==> config.mk <==
export PLATFORM = sky130hd
export DESIGN_NAME = greedy_four_connected_line_walk_flat
export DESIGN_NICKNAME = d
export VERILOG_FILES = /design/src/rtl/core/gflw_pkg.sv /design/src/rtl/core/gflw_req_if.sv /design/src/rtl/core/gflw_rsp_if.sv /design/src/rtl/core/gflw_front.sv /design/src/rtl/core/gflw_queue.sv /design/src/rtl/core/gflw_back.sv /design/src/rtl/core/greedy_four_connected_line_walk.sv /design/src/flat_wrapper.sv
export SDC_FILE = /design/constraint.sdc
export NUM_CORES = 1
export LEC_CHECK = 0
export BUFFER_PORTS_ARGS = -buffer_cell sky130_fd_sc_hd__buf_4
export CORE_ASPECT_RATIO = 1.1
export CORE_MARGIN = 1.5
export CORE_UTILIZATION = 40
export DETAILED_ROUTE_END_ITERATION = 12
export RECOVER_POWER = 100
export REMOVE_ABC_BUFFERS = 1
export SETUP_SLACK_MARGIN = 0.2
export SLEW_MARGIN = 5
export SYNTH_ARGS = -nofsm -noshare
export SYNTH_HDL_FRONTEND = slang
export SYNTH_HIERARCHICAL = 1
export SYNTH_SLANG_ARGS = --single-unit
==> constraint.sdc <==
create_clock -name clock -period 16.6 [get_ports clock]
set_clock_uncertainty 0.15 [all_clocks]
set_input_delay 1.66 -clock clock [delete_from_list [all_inputs] [get_ports clock]]
set_output_delay 1.66 -clock clock [all_outputs]
set_load 0.03 [all_outputs]
==> src/rtl/core/gflw_pkg.sv <==
`timescale 1ns / 1ps
`default_nettype none
// ----------------------------------------------------------------------------
// gflw_pkg
// Shared constants, types and codes of the four-connected line walk.
// ----------------------------------------------------------------------------
package gflw_pkg;

   // largest span allowed on either axis
   localparam int MAX_SPAN = 31;

   // coordinate width of every point field
   localparam int COORD_W = 8;
   // width of one axis span after classification
   localparam int SPAN_W = $clog2(MAX_SPAN + 1);
   // width of step offsets and of the result counter
   localparam int OFF_W = $clog2(2 * MAX_SPAN + 1);
   // width of the signed cross product error term, with headroom for one add
   localparam int ERR_W = $clog2(2 * MAX_SPAN * MAX_SPAN + 1) + 2;
   // index of the final possible result of one walk
   localparam int LAST_STEP = 2 * MAX_SPAN - 1;

   // command queue between front and back
   localparam int QUEUE_DEPTH = 2;
   localparam int QPTR_W = $clog2(QUEUE_DEPTH);
   localparam int QCNT_W = $clog2(QUEUE_DEPTH + 1);

   // classified request handed from front to back
   typedef struct packed {
      logic                       is_error;
      logic                       go_left;
      logic signed [COORD_W-1:0]  start_x;
      logic signed [COORD_W-1:0]  start_y;
      logic signed [COORD_W-1:0]  start_z;
      logic        [SPAN_W-1:0]   span_x;
      logic        [SPAN_W-1:0]   span_y;
   } cmd_type;

   // one result beat
   typedef struct packed {
      logic signed [COORD_W-1:0]  center_x;
      logic signed [COORD_W-1:0]  center_y;
      logic signed [COORD_W-1:0]  center_z;
      logic                       roll_horizontal;
      logic                       path_error;
      logic                       last;
   } rsp_type;

   // back unit sequencer
   typedef enum logic [1:0] {
      ST_IDLE = 2'b01,
      ST_WALK = 2'b10
   } back_state_type;

endpackage : gflw_pkg
`default_nettype wire

==> src/rtl/core/gflw_req_if.sv <==
`timescale 1ns / 1ps
`default_nettype none
// ----------------------------------------------------------------------------
// gflw_req_if
// Request channel: start point, goal point and horizontal direction.
// ----------------------------------------------------------------------------
interface gflw_req_if;
   logic                                valid;
   logic                                ready;
   logic signed [gflw_pkg::COORD_W-1:0] start_x;
   logic signed [gflw_pkg::COORD_W-1:0] start_y;
   logic signed [gflw_pkg::COORD_W-1:0] start_z;
   logic signed [gflw_pkg::COORD_W-1:0] goal_x;
   logic signed [gflw_pkg::COORD_W-1:0] goal_y;
   logic signed [gflw_pkg::COORD_W-1:0] goal_z;
   logic                                go_left;

   modport source (
      output valid, start_x, start_y, start_z, goal_x, goal_y, goal_z, go_left,
      input  ready
   );
   modport sink (
      input  valid, start_x, start_y, start_z, goal_x, goal_y, goal_z, go_left,
      output ready
   );
endinterface : gflw_req_if
`default_nettype wire

==> src/rtl/core/gflw_rsp_if.sv <==
`timescale 1ns / 1ps
`default_nettype none
// ----------------------------------------------------------------------------
// gflw_rsp_if
// Result channel: one visited centre per beat.
// ----------------------------------------------------------------------------
interface gflw_rsp_if;
   logic                                valid;
   logic                                ready;
   logic signed [gflw_pkg::COORD_W-1:0] center_x;
   logic signed [gflw_pkg::COORD_W-1:0] center_y;
   logic signed [gflw_pkg::COORD_W-1:0] center_z;
   logic                                roll_horizontal;
   logic                                path_error;
   logic                                last;

   modport source (
      output valid, center_x, center_y, center_z, roll_horizontal, path_error, last,
      input  ready
   );
   modport sink (
      input  valid, center_x, center_y, center_z, roll_horizontal, path_error, last,
      output ready
   );
endinterface : gflw_rsp_if
`default_nettype wire

==> src/rtl/core/gflw_front.sv <==
`timescale 1ns / 1ps
`default_nettype none
// ----------------------------------------------------------------------------
// gflw_front
// Accepts request beats and classifies them into walk, error or empty runs.
// ----------------------------------------------------------------------------
module gflw_front (
   gflw_req_if.sink            req_bus,
   input  logic                q_full,
   output logic                push,
   output gflw_pkg::cmd_type   push_cmd
);

   logic signed [gflw_pkg::COORD_W:0] diff_x;
   logic signed [gflw_pkg::COORD_W:0] diff_y;
   logic                              z_differs;
   logic                              is_empty;
   logic                              out_of_range;

   // spans along the chosen direction and upward
   always_comb begin
      if (req_bus.go_left) begin
         diff_x = $signed({req_bus.start_x[gflw_pkg::COORD_W-1], req_bus.start_x})
                - $signed({req_bus.goal_x[gflw_pkg::COORD_W-1], req_bus.goal_x});
      end else begin
         diff_x = $signed({req_bus.goal_x[gflw_pkg::COORD_W-1], req_bus.goal_x})
                - $signed({req_bus.start_x[gflw_pkg::COORD_W-1], req_bus.start_x});
      end
      diff_y = $signed({req_bus.goal_y[gflw_pkg::COORD_W-1], req_bus.goal_y})
             - $signed({req_bus.start_y[gflw_pkg::COORD_W-1], req_bus.start_y});
   end

   // classification
   assign z_differs    = (req_bus.goal_z != req_bus.start_z);
   assign is_empty     = (diff_x == '0) && (diff_y == '0) && !z_differs;
   assign out_of_range = diff_x[gflw_pkg::COORD_W] || diff_y[gflw_pkg::COORD_W]
                      || (diff_x > $signed((gflw_pkg::COORD_W+1)'(gflw_pkg::MAX_SPAN)))
                      || (diff_y > $signed((gflw_pkg::COORD_W+1)'(gflw_pkg::MAX_SPAN)));

   // handshake: a start-equals-goal request is taken and dropped
   assign req_bus.ready = !q_full;
   assign push          = req_bus.valid && !q_full && !is_empty;

   // command for the back unit
   always_comb begin
      push_cmd.is_error = z_differs || out_of_range;
      push_cmd.go_left  = req_bus.go_left;
      push_cmd.start_x  = req_bus.start_x;
      push_cmd.start_y  = req_bus.start_y;
      push_cmd.start_z  = req_bus.start_z;
      push_cmd.span_x   = diff_x[gflw_pkg::SPAN_W-1:0];
      push_cmd.span_y   = diff_y[gflw_pkg::SPAN_W-1:0];
   end

endmodule : gflw_front
`default_nettype wire

==> src/rtl/core/gflw_queue.sv <==
`timescale 1ns / 1ps
`default_nettype none
// ----------------------------------------------------------------------------
// gflw_queue
// Short command queue that lets front and back stall on their own.
// ----------------------------------------------------------------------------
module gflw_queue (
   input  logic               clock,
   input  logic               reset,
   input  logic               push,
   input  gflw_pkg::cmd_type  push_cmd,
   input  logic               pop,
   output logic               q_full,
   output logic               q_valid,
   output gflw_pkg::cmd_type  q_cmd
);

   gflw_pkg::cmd_type                 entry_ff [gflw_pkg::QUEUE_DEPTH];
   logic [gflw_pkg::QPTR_W-1:0]       wr_ptr_ff, wr_ptr_in;
   logic [gflw_pkg::QPTR_W-1:0]       rd_ptr_ff, rd_ptr_in;
   logic [gflw_pkg::QCNT_W-1:0]       count_ff, count_in;
   logic                              do_push;
   logic                              do_pop;

   assign q_full  = (count_ff == gflw_pkg::QCNT_W'(gflw_pkg::QUEUE_DEPTH));
   assign q_valid = (count_ff != '0);
   assign q_cmd   = entry_ff[rd_ptr_ff];
   assign do_push = push && !q_full;
   assign do_pop  = pop && q_valid;

   // pointer and fill bookkeeping
   always_comb begin
      wr_ptr_in = wr_ptr_ff;
      rd_ptr_in = rd_ptr_ff;
      count_in  = count_ff;
      if (do_push) begin
         wr_ptr_in = (wr_ptr_ff == gflw_pkg::QPTR_W'(gflw_pkg::QUEUE_DEPTH - 1))
                   ? '0 : wr_ptr_ff + 1'b1;
      end
      if (do_pop) begin
         rd_ptr_in = (rd_ptr_ff == gflw_pkg::QPTR_W'(gflw_pkg::QUEUE_DEPTH - 1))
                   ? '0 : rd_ptr_ff + 1'b1;
      end
      if (do_push && !do_pop) begin
         count_in = count_ff + 1'b1;
      end else if (do_pop && !do_push) begin
         count_in = count_ff - 1'b1;
      end
   end

   always_ff @(posedge clock) begin
      if (reset) begin
         wr_ptr_ff <= '0;
         rd_ptr_ff <= '0;
         count_ff  <= '0;
      end else begin
         wr_ptr_ff <= wr_ptr_in;
         rd_ptr_ff <= rd_ptr_in;
         count_ff  <= count_in;
      end
   end

   // entry storage
   always_ff @(posedge clock) begin
      if (do_push) begin
         entry_ff[wr_ptr_ff] <= push_cmd;
      end
   end

endmodule : gflw_queue
`default_nettype wire

==> src/rtl/core/gflw_back.sv <==
`timescale 1ns / 1ps
`default_nettype none
// ----------------------------------------------------------------------------
// gflw_back
// Walks one queued command, one lattice step per result beat.
// ----------------------------------------------------------------------------
module gflw_back (
   input  logic               clock,
   input  logic               reset,
   input  logic               q_valid,
   input  gflw_pkg::cmd_type  q_cmd,
   output logic               pop,
   gflw_rsp_if.source         rsp_bus
);

   gflw_pkg::back_state_type              state_ff, state_in;
   logic                                  out_valid_ff, out_valid_in;
   gflw_pkg::rsp_type                     out_ff, out_in;

   logic signed [gflw_pkg::COORD_W-1:0]   cur_x_ff, cur_x_in;
   logic signed [gflw_pkg::COORD_W-1:0]   cur_y_ff, cur_y_in;
   logic signed [gflw_pkg::COORD_W-1:0]   cur_z_ff, cur_z_in;
   logic                                  left_ff, left_in;
   logic [gflw_pkg::SPAN_W-1:0]           span_x_ff, span_x_in;
   logic [gflw_pkg::SPAN_W-1:0]           span_y_ff, span_y_in;
   logic [gflw_pkg::OFF_W-1:0]            off_x_ff, off_x_in;
   logic [gflw_pkg::OFF_W-1:0]            off_y_ff, off_y_in;
   logic [gflw_pkg::OFF_W-1:0]            count_ff, count_in;
   logic signed [gflw_pkg::ERR_W-1:0]     err_ff, err_in;

   logic                                  advance;
   logic signed [gflw_pkg::ERR_W-1:0]     span_x_ext;
   logic signed [gflw_pkg::ERR_W-1:0]     span_y_ext;
   logic signed [gflw_pkg::ERR_W-1:0]     horiz_err;
   logic signed [gflw_pkg::ERR_W-1:0]     up_err;
   logic [gflw_pkg::ERR_W-1:0]            horiz_mag;
   logic [gflw_pkg::ERR_W-1:0]            up_mag;
   logic                                  step_up;
   logic [gflw_pkg::OFF_W-1:0]            step_off_x;
   logic [gflw_pkg::OFF_W-1:0]            step_off_y;
   logic signed [gflw_pkg::COORD_W-1:0]   step_x;
   logic signed [gflw_pkg::COORD_W-1:0]   step_y;
   logic                                  step_last;

   // output slot frees when empty or being taken
   assign advance = !out_valid_ff || rsp_bus.ready;

   // cross product of each candidate against the line, kept incrementally
   assign span_x_ext = $signed(gflw_pkg::ERR_W'(span_x_ff));
   assign span_y_ext = $signed(gflw_pkg::ERR_W'(span_y_ff));
   assign horiz_err  = err_ff + span_y_ext;
   assign up_err     = err_ff - span_x_ext;
   assign horiz_mag  = horiz_err[gflw_pkg::ERR_W-1] ? gflw_pkg::ERR_W'(-horiz_err)
                                                   : gflw_pkg::ERR_W'(horiz_err);
   assign up_mag     = up_err[gflw_pkg::ERR_W-1] ? gflw_pkg::ERR_W'(-up_err)
                                                : gflw_pkg::ERR_W'(up_err);
   // tie goes horizontal
   assign step_up    = (horiz_mag > up_mag);

   // next position and end of walk
   assign step_off_x = step_up ? off_x_ff : off_x_ff + 1'b1;
   assign step_off_y = step_up ? off_y_ff + 1'b1 : off_y_ff;
   assign step_y     = step_up ? cur_y_ff + 1'b1 : cur_y_ff;
   always_comb begin
      if (step_up) begin
         step_x = cur_x_ff;
      end else if (left_ff) begin
         step_x = cur_x_ff - 1'b1;
      end else begin
         step_x = cur_x_ff + 1'b1;
      end
   end
   assign step_last = ((step_off_x == gflw_pkg::OFF_W'(span_x_ff))
                    && (step_off_y == gflw_pkg::OFF_W'(span_y_ff)))
                   || (count_ff == gflw_pkg::OFF_W'(gflw_pkg::LAST_STEP));

   // sequencer
   always_comb begin
      state_in     = state_ff;
      out_valid_in = out_valid_ff && !rsp_bus.ready;
      out_in       = out_ff;
      cur_x_in     = cur_x_ff;
      cur_y_in     = cur_y_ff;
      cur_z_in     = cur_z_ff;
      left_in      = left_ff;
      span_x_in    = span_x_ff;
      span_y_in    = span_y_ff;
      off_x_in     = off_x_ff;
      off_y_in     = off_y_ff;
      count_in     = count_ff;
      err_in       = err_ff;
      pop          = 1'b0;
      unique case (state_ff)
         gflw_pkg::ST_IDLE: begin
            if (q_valid && advance) begin
               pop = 1'b1;
               if (q_cmd.is_error) begin
                  // rejected request: single beat at the start point
                  out_in.center_x        = q_cmd.start_x;
                  out_in.center_y        = q_cmd.start_y;
                  out_in.center_z        = q_cmd.start_z;
                  out_in.roll_horizontal = 1'b0;
                  out_in.path_error      = 1'b1;
                  out_in.last            = 1'b1;
                  out_valid_in           = 1'b1;
               end else begin
                  cur_x_in  = q_cmd.start_x;
                  cur_y_in  = q_cmd.start_y;
                  cur_z_in  = q_cmd.start_z;
                  left_in   = q_cmd.go_left;
                  span_x_in = q_cmd.span_x;
                  span_y_in = q_cmd.span_y;
                  off_x_in  = '0;
                  off_y_in  = '0;
                  count_in  = '0;
                  err_in    = '0;
                  state_in  = gflw_pkg::ST_WALK;
               end
            end
         end
         gflw_pkg::ST_WALK: begin
            if (advance) begin
               out_in.center_x        = step_x;
               out_in.center_y        = step_y;
               out_in.center_z        = cur_z_ff;
               out_in.roll_horizontal = !step_up;
               out_in.path_error      = 1'b0;
               out_in.last            = step_last;
               out_valid_in           = 1'b1;
               cur_x_in               = step_x;
               cur_y_in               = step_y;
               off_x_in               = step_off_x;
               off_y_in               = step_off_y;
               count_in               = count_ff + 1'b1;
               err_in                 = step_up ? up_err : horiz_err;
               if (step_last) begin
                  state_in = gflw_pkg::ST_IDLE;
               end
            end
         end
         default: begin
            state_in = gflw_pkg::ST_IDLE;
         end
      endcase
   end

   // control registers
   always_ff @(posedge clock) begin
      if (reset) begin
         state_ff     <= gflw_pkg::ST_IDLE;
         out_valid_ff <= 1'b0;
      end else begin
         state_ff     <= state_in;
         out_valid_ff <= out_valid_in;
      end
   end

   // walk and result payload registers
   always_ff @(posedge clock) begin
      out_ff    <= out_in;
      cur_x_ff  <= cur_x_in;
      cur_y_ff  <= cur_y_in;
      cur_z_ff  <= cur_z_in;
      left_ff   <= left_in;
      span_x_ff <= span_x_in;
      span_y_ff <= span_y_in;
      off_x_ff  <= off_x_in;
      off_y_ff  <= off_y_in;
      count_ff  <= count_in;
      err_ff    <= err_in;
   end

   // result channel
   assign rsp_bus.valid           = out_valid_ff;
   assign rsp_bus.center_x        = out_ff.center_x;
   assign rsp_bus.center_y        = out_ff.center_y;
   assign rsp_bus.center_z        = out_ff.center_z;
   assign rsp_bus.roll_horizontal = out_ff.roll_horizontal;
   assign rsp_bus.path_error      = out_ff.path_error;
   assign rsp_bus.last            = out_ff.last;

endmodule : gflw_back
`default_nettype wire

==> src/rtl/core/greedy_four_connected_line_walk.sv <==
`timescale 1ns / 1ps
`default_nettype none
// ----------------------------------------------------------------------------
// greedy_four_connected_line_walk
// Greedy 4-connected lattice walk from a start point to a goal point.
// ----------------------------------------------------------------------------
// Each request beat names a start, a goal and a horizontal direction; the
// block answers with one result beat per visited centre (start excluded, goal
// included), each marking a horizontal or an up step, with last set on the
// final one. A goal below the start, on the wrong side, at another z, or
// farther than MAX_SPAN on either axis gives a single beat with path_error
// and last set at the start point; start equal to goal gives no beat at all.
// The front takes a request into a two-entry queue when the queue has room;
// the back loads a walk from the queue and then gives one result beat per
// step, at most 62 steps; an error command gives its single beat as it is
// loaded. A stall on the result side holds the back where it is.
// ----------------------------------------------------------------------------
module greedy_four_connected_line_walk (
   input  logic          clock,
   input  logic          reset,
   gflw_req_if.sink      req_bus,
   gflw_rsp_if.source    rsp_bus
);

   logic               push;
   gflw_pkg::cmd_type  push_cmd;
   logic               q_full;
   logic               q_valid;
   gflw_pkg::cmd_type  q_cmd;
   logic               pop;

   // request intake and classification
   gflw_front u_front (
      .req_bus  (req_bus),
      .q_full   (q_full),
      .push     (push),
      .push_cmd (push_cmd)
   );

   // command queue
   gflw_queue u_queue (
      .clock    (clock),
      .reset    (reset),
      .push     (push),
      .push_cmd (push_cmd),
      .pop      (pop),
      .q_full   (q_full),
      .q_valid  (q_valid),
      .q_cmd    (q_cmd)
   );

   // step walker and result register
   gflw_back u_back (
      .clock    (clock),
      .reset    (reset),
      .q_valid  (q_valid),
      .q_cmd    (q_cmd),
      .pop      (pop),
      .rsp_bus  (rsp_bus)
   );

endmodule : greedy_four_connected_line_walk
`default_nettype wire

==> src/flat_wrapper.sv <==
// flat-port wrapper written by rule: the top's interface ports become plain ports
module greedy_four_connected_line_walk_flat 
  (clock, reset, req_bus_valid, req_bus_start_x, req_bus_start_y, req_bus_start_z, req_bus_goal_x, req_bus_goal_y, req_bus_goal_z, req_bus_go_left, req_bus_ready, rsp_bus_valid, rsp_bus_center_x, rsp_bus_center_y, rsp_bus_center_z, rsp_bus_roll_horizontal, rsp_bus_path_error, rsp_bus_last, rsp_bus_ready);
  gflw_req_if req_bus_i ();
  gflw_rsp_if rsp_bus_i ();
  input  logic clock;
  input  logic reset;
  input wire logic [$bits(req_bus_i.valid)-1:0] req_bus_valid;
  input wire logic [$bits(req_bus_i.start_x)-1:0] req_bus_start_x;
  input wire logic [$bits(req_bus_i.start_y)-1:0] req_bus_start_y;
  input wire logic [$bits(req_bus_i.start_z)-1:0] req_bus_start_z;
  input wire logic [$bits(req_bus_i.goal_x)-1:0] req_bus_goal_x;
  input wire logic [$bits(req_bus_i.goal_y)-1:0] req_bus_goal_y;
  input wire logic [$bits(req_bus_i.goal_z)-1:0] req_bus_goal_z;
  input wire logic [$bits(req_bus_i.go_left)-1:0] req_bus_go_left;
  output wire logic [$bits(req_bus_i.ready)-1:0] req_bus_ready;
  output wire logic [$bits(rsp_bus_i.valid)-1:0] rsp_bus_valid;
  output wire logic [$bits(rsp_bus_i.center_x)-1:0] rsp_bus_center_x;
  output wire logic [$bits(rsp_bus_i.center_y)-1:0] rsp_bus_center_y;
  output wire logic [$bits(rsp_bus_i.center_z)-1:0] rsp_bus_center_z;
  output wire logic [$bits(rsp_bus_i.roll_horizontal)-1:0] rsp_bus_roll_horizontal;
  output wire logic [$bits(rsp_bus_i.path_error)-1:0] rsp_bus_path_error;
  output wire logic [$bits(rsp_bus_i.last)-1:0] rsp_bus_last;
  input wire logic [$bits(rsp_bus_i.ready)-1:0] rsp_bus_ready;
  assign req_bus_i.valid = req_bus_valid;
  assign req_bus_i.start_x = req_bus_start_x;
  assign req_bus_i.start_y = req_bus_start_y;
  assign req_bus_i.start_z = req_bus_start_z;
  assign req_bus_i.goal_x = req_bus_goal_x;
  assign req_bus_i.goal_y = req_bus_goal_y;
  assign req_bus_i.goal_z = req_bus_goal_z;
  assign req_bus_i.go_left = req_bus_go_left;
  assign req_bus_ready = req_bus_i.ready;
  assign rsp_bus_valid = rsp_bus_i.valid;
  assign rsp_bus_center_x = rsp_bus_i.center_x;
  assign rsp_bus_center_y = rsp_bus_i.center_y;
  assign rsp_bus_center_z = rsp_bus_i.center_z;
  assign rsp_bus_roll_horizontal = rsp_bus_i.roll_horizontal;
  assign rsp_bus_path_error = rsp_bus_i.path_error;
  assign rsp_bus_last = rsp_bus_i.last;
  assign rsp_bus_i.ready = rsp_bus_ready;
  greedy_four_connected_line_walk u_core (.clock(clock), .reset(reset), .req_bus(req_bus_i), .rsp_bus(rsp_bus_i));
endmodule
# Yosys cells after proc, flatten, opt, wreduce, memory -nomap -nowiden
# Memory sizes are Yosys's and may differ from the RTL's. A register that Yosys moved wholly into a read port is not among the register bits.
# Cells that the tools add are included.
# Widths: inputs -> output; s select.
# totals
reg_bits	100
mem_bits_rw	72
inputBits	53
out_inout_bits	29
elab_cells	141
memories	1
# classes
add_sub_neg	17
order_cmp	3
n_eq_ne	12
mux	52
bitwise	1
reduce_logical	34
# mem_list
name	words	width	rd	rd_ports_with_merged_regs	write_ports	line	source
u_core.u_queue.entry_ff	2	36	1	1	1	gflw_queue.sv:18	gflw_pkg::cmd_type entry_ff [gflw_pkg::QUEUE_DEPTH];
# op_table
operator	count
$mux 27	3
$mux 13	6
$mux 8	9
$pmux 27 s2	1
$mux 6	7
$pmux 6 s2	3
$pmux 8 s2	2
$sub 8x8->9	3
$neg 13->13	2
$pmux 13 s2	1
$add 6x1->6 const B	3
$gt 9x6->1 const B	2
$logic_not 9->1	2
$add 8x1->8 const B	2
$add 13x6->13	1
$gt 13x13->1	1
$sub 13x6->13	1
$eq 6x5->1	2
$mux 2	6
$reduce_and 4->1	3
$logic_and 1x1->1	11
$mux 1	11
$mux 9	1
$logic_not 1->1	8
16 further kinds	28

# Logic depth before layout (Yosys ltp)
# depth
ltp_word	12
ltp_mapped	23
depth_no_buf	20

# By module
# Netlist, hierarchy kept.
# by_module_without_submodules
mod	instances	cells_each	area_each_um2	seq_area_each_um2
gflw_back	1	616	6252.2	2852.7
gflw_queue	1	137	2815.2	2262.2
gflw_front	1	203	1441.4	0.0

# Least setup slack after synthesis
# OpenSTA, ideal clock, no wires.
# synth_path
kind	register to register
startpoint	register u_core/u_back/span_y_ff[0] in the netlist's numbering
endpoint	register u_core.u_back.state_ff[0]
t_arrival_ns	5.506
t_required_ns	16.334
slack_ns	10.828
stages_incl_launch_ff	22
period_less_slack_ns	5.772
cell_sequence	edfxtp_1 ha_1 inv_1 fa_1 nor2b_1 o21ai_0 a21boi_0 o21ai_0 or3_1 xnor2_1 clkbuf_1 o21ai_0 xnor2_1 ha_1 and4_4 a221o_1 a211o_2 a211oi_4 xnor2_1 or4_4 or4b_1 and4_1
# synth_via
elab_chain_cells	10
word_cells_on_any_way	12
cone_classes	add/sub (2); order compare (1); eq/ne (3); mux (3); reduce/logical (3)
# synth_rtl
element	line	source
start, declared	gflw_back.sv:25	logic [gflw_pkg::SPAN_W-1:0] span_y_ff, span_y_in;
start signal, assigned	gflw_back.sv:166	span_y_ff <= span_y_in;
$add 13x6->13	gflw_back.sv:51	assign horiz_err = err_ff + span_y_ext;
$neg 13->13	gflw_back.sv:53	assign horiz_mag = horiz_err[gflw_pkg::ERR_W-1] ? gflw_pkg::ERR_W'(-horiz_err)
$mux 13	gflw_back.sv:53	
$gt 13x13->1	gflw_back.sv:58	assign step_up = (horiz_mag > up_mag);
$mux 6, on equally long branches	gflw_back.sv:61, gflw_back.sv:62	
$eq 6x5->1, on equally long branches	gflw_back.sv:73, gflw_back.sv:74	
$logic_and 1x1->1 (*)	gflw_back.sv:74	&& (step_off_y == gflw_pkg::OFF_W'(span_y_ff)))
$logic_or 1x1->1 (*)	gflw_back.sv:75	|| (count_ff == gflw_pkg::OFF_W'(gflw_pkg::LAST_STEP));
$ne 2x2->1 (no line) (*)	--	
$reduce_and 4->1 (no line) (*)	--	
end signal, assigned	gflw_back.sv:150	state_ff <= gflw_pkg::ST_IDLE;
end signal, assigned	gflw_back.sv:153	state_ff <= state_in;
end, declared	gflw_back.sv:16	gflw_pkg::back_state_type state_ff, state_in;
# Mark *: on every way between the ends. The rest lies on a longest branch, timed or not.
# A chain may end at the register's enable or synchronous reset.

# Final worst setup path
# layout_path
startpoint	register u_core/u_back/span_y_ff[0] in the netlist's numbering
endpoint	register u_core/u_back/cur_y_ff[6] in the netlist's numbering (data pin)
# layout_via
elab_chain_cells	7
# layout_rtl
element	line	source
$add 13x6->13 (*)	gflw_back.sv:51	
$neg 13->13	gflw_back.sv:53	
$mux 13 (*)	gflw_back.sv:53	
$gt 13x13->1 (*)	gflw_back.sv:58	
$mux 8 (*)	gflw_back.sv:63	assign step_y = step_up ? cur_y_ff + 1'b1 : cur_y_ff;
$mux 8 (*)	gflw_back.sv:122	if (advance) begin
$pmux 8 s2 (*)	gflw_back.sv:93	unique case (state_ff)
net u_core.u_back.cur_y_in (one bit)	gflw_back.sv:21	logic signed [gflw_pkg::COORD_W-1:0] cur_y_ff, cur_y_in;
end signal, assigned	gflw_back.sv:162	cur_y_ff <= cur_y_in;
end, declared	gflw_back.sv:21	
# The timed path passes the listed nets; every way through them passes the cells marked *. The select of a mux whose other input is x is not followed.

==> results.md <==
* Top cells by area, synth: edfxtp_1 (47%), ha_1 (7.7%), mux2_2 (4.8%)
* Diodes inserted at 0
* Clock sink count at 173
* Die Area at about 27000 µm²
* Most common cell in the netlist: edfxtp_1
* Bufs on Longest Clock Path at 2
* NetSw at between 400 and 500 µW
* Die H at 173 µm
* Sw Share at 0.325
* Run status: finished, violations left
* PostCTS Resize Cnt at 0
* Cell Area, Placed at approximately 11000 µm²
* Max IR drop VDD at 0.0716 mV
* Final std cells w/o fill at about 1400
* Number of routed nets with antenna violations at 0
* Post-detail-place hpwl at roughly 16000 µm
* Initial Util at 0.404
* Nets at about 1100
* Max-cap violations at 7
* Combinational share of power at 0.245
* Slew Viols, Final at 239
* Vias at 7223
* Final setup fails at 0
* Placed cell count at roughly 1300
* Area grow syn2layout at 10.3%
* DRC Markers at 0
* Seq cells post-synth at 173
* Root buffer cell: clkbuf_16
* Vias in the first global route at slightly above 7000
* Slew HR at -1.04
* Most used DFF post-synth: edfxtp_1
* Crit path DAT at 7.59 ns
* Share of cells above drive strength 1 at 0.103
* Power Density at 115 nW/µm²
* Clock Power Share at 0.290
* Hold bufs inserted after CTS at 0
* Reg power frac at 0.465
* Largest net degree at the start of global routing at 49
* Seq/Total Area, Yosys at 0.487
* Util after Layout at 0.446
* Setup crit start: u_core/u_back/span_y_ff[0]
* Ports at 82
* Vias per cell at 5.28
* Fin Hold WS at 0.350 ns
* Die W at 158 µm
* Reg2Reg Depth at 21
* WS Path Type: reg2reg
* Core Region at about 26000 µm²
* Final worst path period share at 0.464
* R2R setup slack at 8.90 ns
* Rows at 62
* Total wire length at 22600 µm
* Setup crit end kind: register
* Setup TNS at 0 ns
* Wire length of the first global-routing pass at 36600 µm
* Worst slew pin tran at roughly 3.1 ns
* Post-synth top area share at 0.471
* Failing checks: max-capacitance violations, max-slew violations
* Critical R2R Launch: u_core/u_back/span_y_ff[0]
* Gr usage total at 0.172
* Startpoint Class: register
* Fill cells at 2464
* EDFF count, synth at 165
* Max FO, Critical Path at 37
* 1st-pass router iterations at 5
* Yosys warns at 6
* H-tree depth at 4
* Mapped Cells at 956
* Synthesized area at 10500 µm²
* LEAKAGE at 4.20 nW
* Fin crit period at between 7 and 8 ns
* Hold Fails Final Rpt at 0
* FMAX at 130 MHz
* Post-CTS setup buffer count at 0
* Clk pin slew, worst setup/hold paths at 0.07 ns
* DR WL/cell at approximately 17 µm
* Cts bufs inserted at 17
* Mean Syn Cell Area at approximately 11 µm²
* Unique masters post-synth at 77
* Post-route cell area at 11600 µm²
* Initial antenna violation count at 0
* FF-to-FF End: u_core/u_back/cur_y_ff[6]
* RSZ-0062 raised after global routing: false
* GRT overflow at 0
* Synth top cells by count: edfxtp_1 (165), nor2_1 (76), ha_1 (65), inv_1 (60), a21oi_1 (59)
* Port bufs at 81
* End of the critical path: u_core/u_back/cur_y_ff[6]
* CP Data Required Time at ~17 ns
* Gpl congestion at roughly 0.9
* Hold Path Cell Cnt at 2
* Clk Latency, worst-skew pair at 0.43 ns
* TritonCTS clock tree: done
* Async S/R FF share, synth at 0
* Cell accounting for the most synthesized area: edfxtp_1
* Pint at 897 µW
* Initial drt markers at 389
* Min-Delay Path Class: reg2reg
registers in the layout, indices dropped and copies added, names as in the netlist, 2 cells and up, named ones only:
register,count
u_core/u_back/cur_z_ff,8
u_core/u_back/cur_x_ff,8
u_core/u_queue/count_ff,2
u_core/u_back/rsp_bus.center_z,8
u_core/u_back/count_ff,6
u_core/u_back/off_x_ff,6
u_core/u_back/state_ff,2
u_core/u_back/off_y_ff,6
u_core/u_back/cur_y_ff,8
u_core/u_back/rsp_bus.center_y,8
u_core/u_back/span_x_ff,5
u_core/u_queue/entry_ff,72
u_core/u_back/err_ff,13
u_core/u_back/rsp_bus.center_x,8
u_core/u_back/span_y_ff,5
kinds of logic after synthesis:
| logic type | share of synthesized area |
|---|---|
| adders and majority gates | 0.0888 |
| DFF | 0.487 |
| and+or+nand+nor | 0.137 |
| buffers and inverters | 0.0538 |
| muxes | 0.0521 |
| xor gates and xnor gates | 0.0797 |
| AOI/OAI and AO/OA | 0.102 |
placed cells by master, fill, tap and decap left out, types with 16 or more instances in the layout:
master     count
edfxtp_1     165
nand3_1       29
ha_1          65
o21ai_0       35
clkbuf_16     17
nand2_1       56
nor2_1        76
buf_4         27
a21oi_1       58
xnor2_1       51
a211oi_1      16
mux2_2        35
inv_1         60
xor2_1        42
nor3_1        19
clkbuf_1      60
layer usage:
| layer | track usage | part of all wire |
|---|---|---|
| met5 | 0 | 0 |
| met4 | 0.0515 | 0.015 |
| met3 | 0.0301 | 0.038 |
| met2 | 0.290 | 0.50 |
| met1 | 0.225 | 0.45 |
metrics by stage:
| step | setup WS, ns | power, mW |
|---|---|---|
| 2_1_floorplan | 10.12 | 0.858 |
| 3_3_place_gp | 9.98 | 0.980 |
| 3_5_place_dp | 9.85 | 0.984 |
| 4_1_cts | 9.81 | 1.37 |
| 5_1_grt | 8.11 | 1.40 |
| 6_report | 8.90 | 1.33 |
final cells by class:
type	instances	area, µm²	area share
flip-flops and latches	173	5110	0.441
multi-input cells	663	4800	0.414
well taps	352	440	0.0380
repair buffers	88	435	0.0376
clock buffers	17	425	0.0367
inverters	61	229	0.0198
clock inverters	15	144	0.0124
worst max-delay path: stages, from the launching register on:
cell and delay, ns:
edfxtp_1 0.37, ha_1 0.18, inv_1 0.07, fa_1 0.43
nor2b_1 0.13, o21ai_0 0.09, a21boi_0 0.41, o21ai_0 0.19
or3_1 0.43, xnor2_1 0.65, o21ai_0 0.24, xnor2_1 0.18
ha_1 0.33, and4_2 0.26, a221o_1 0.34, a211oi_1 0.94
a21oi_2 0.11, clkbuf_1 0.80, and4_1 0.61, nand3_1 0.11
xor2_1 0.17, a21oi_1 0.11
power by group through the flow:
stage                     sequential [mW]  combinational, mW  clock, mW
after floorplan                     0.667              0.191          0
after global placement              0.625              0.356          0
after detailed placement            0.625              0.359          0
after CTS                           0.617              0.361      0.397
after global routing                0.627              0.360      0.410
final                               0.619              0.326      0.385
how the worst min path moves through the flow:
stage	slack (ns)	endpoint	startpoint
final	0.35	u_core/u_queue/wr_ptr_ff	u_core/u_queue/wr_ptr_ff
after global routing	0.38	u_core/u_queue/wr_ptr_ff	u_core/u_queue/wr_ptr_ff
after CTS	0.34	u_core/u_queue/wr_ptr_ff	u_core/u_queue/wr_ptr_ff
after detailed placement	0.33	u_core/u_queue/wr_ptr_ff	u_core/u_queue/wr_ptr_ff
after global placement	0.32	u_core/u_queue/wr_ptr_ff	u_core/u_queue/wr_ptr_ff
after floorplan	0.30	u_core/u_queue/wr_ptr_ff	u_core/u_queue/wr_ptr_ff
No activity file was read; power rests on OpenSTA's default activity.
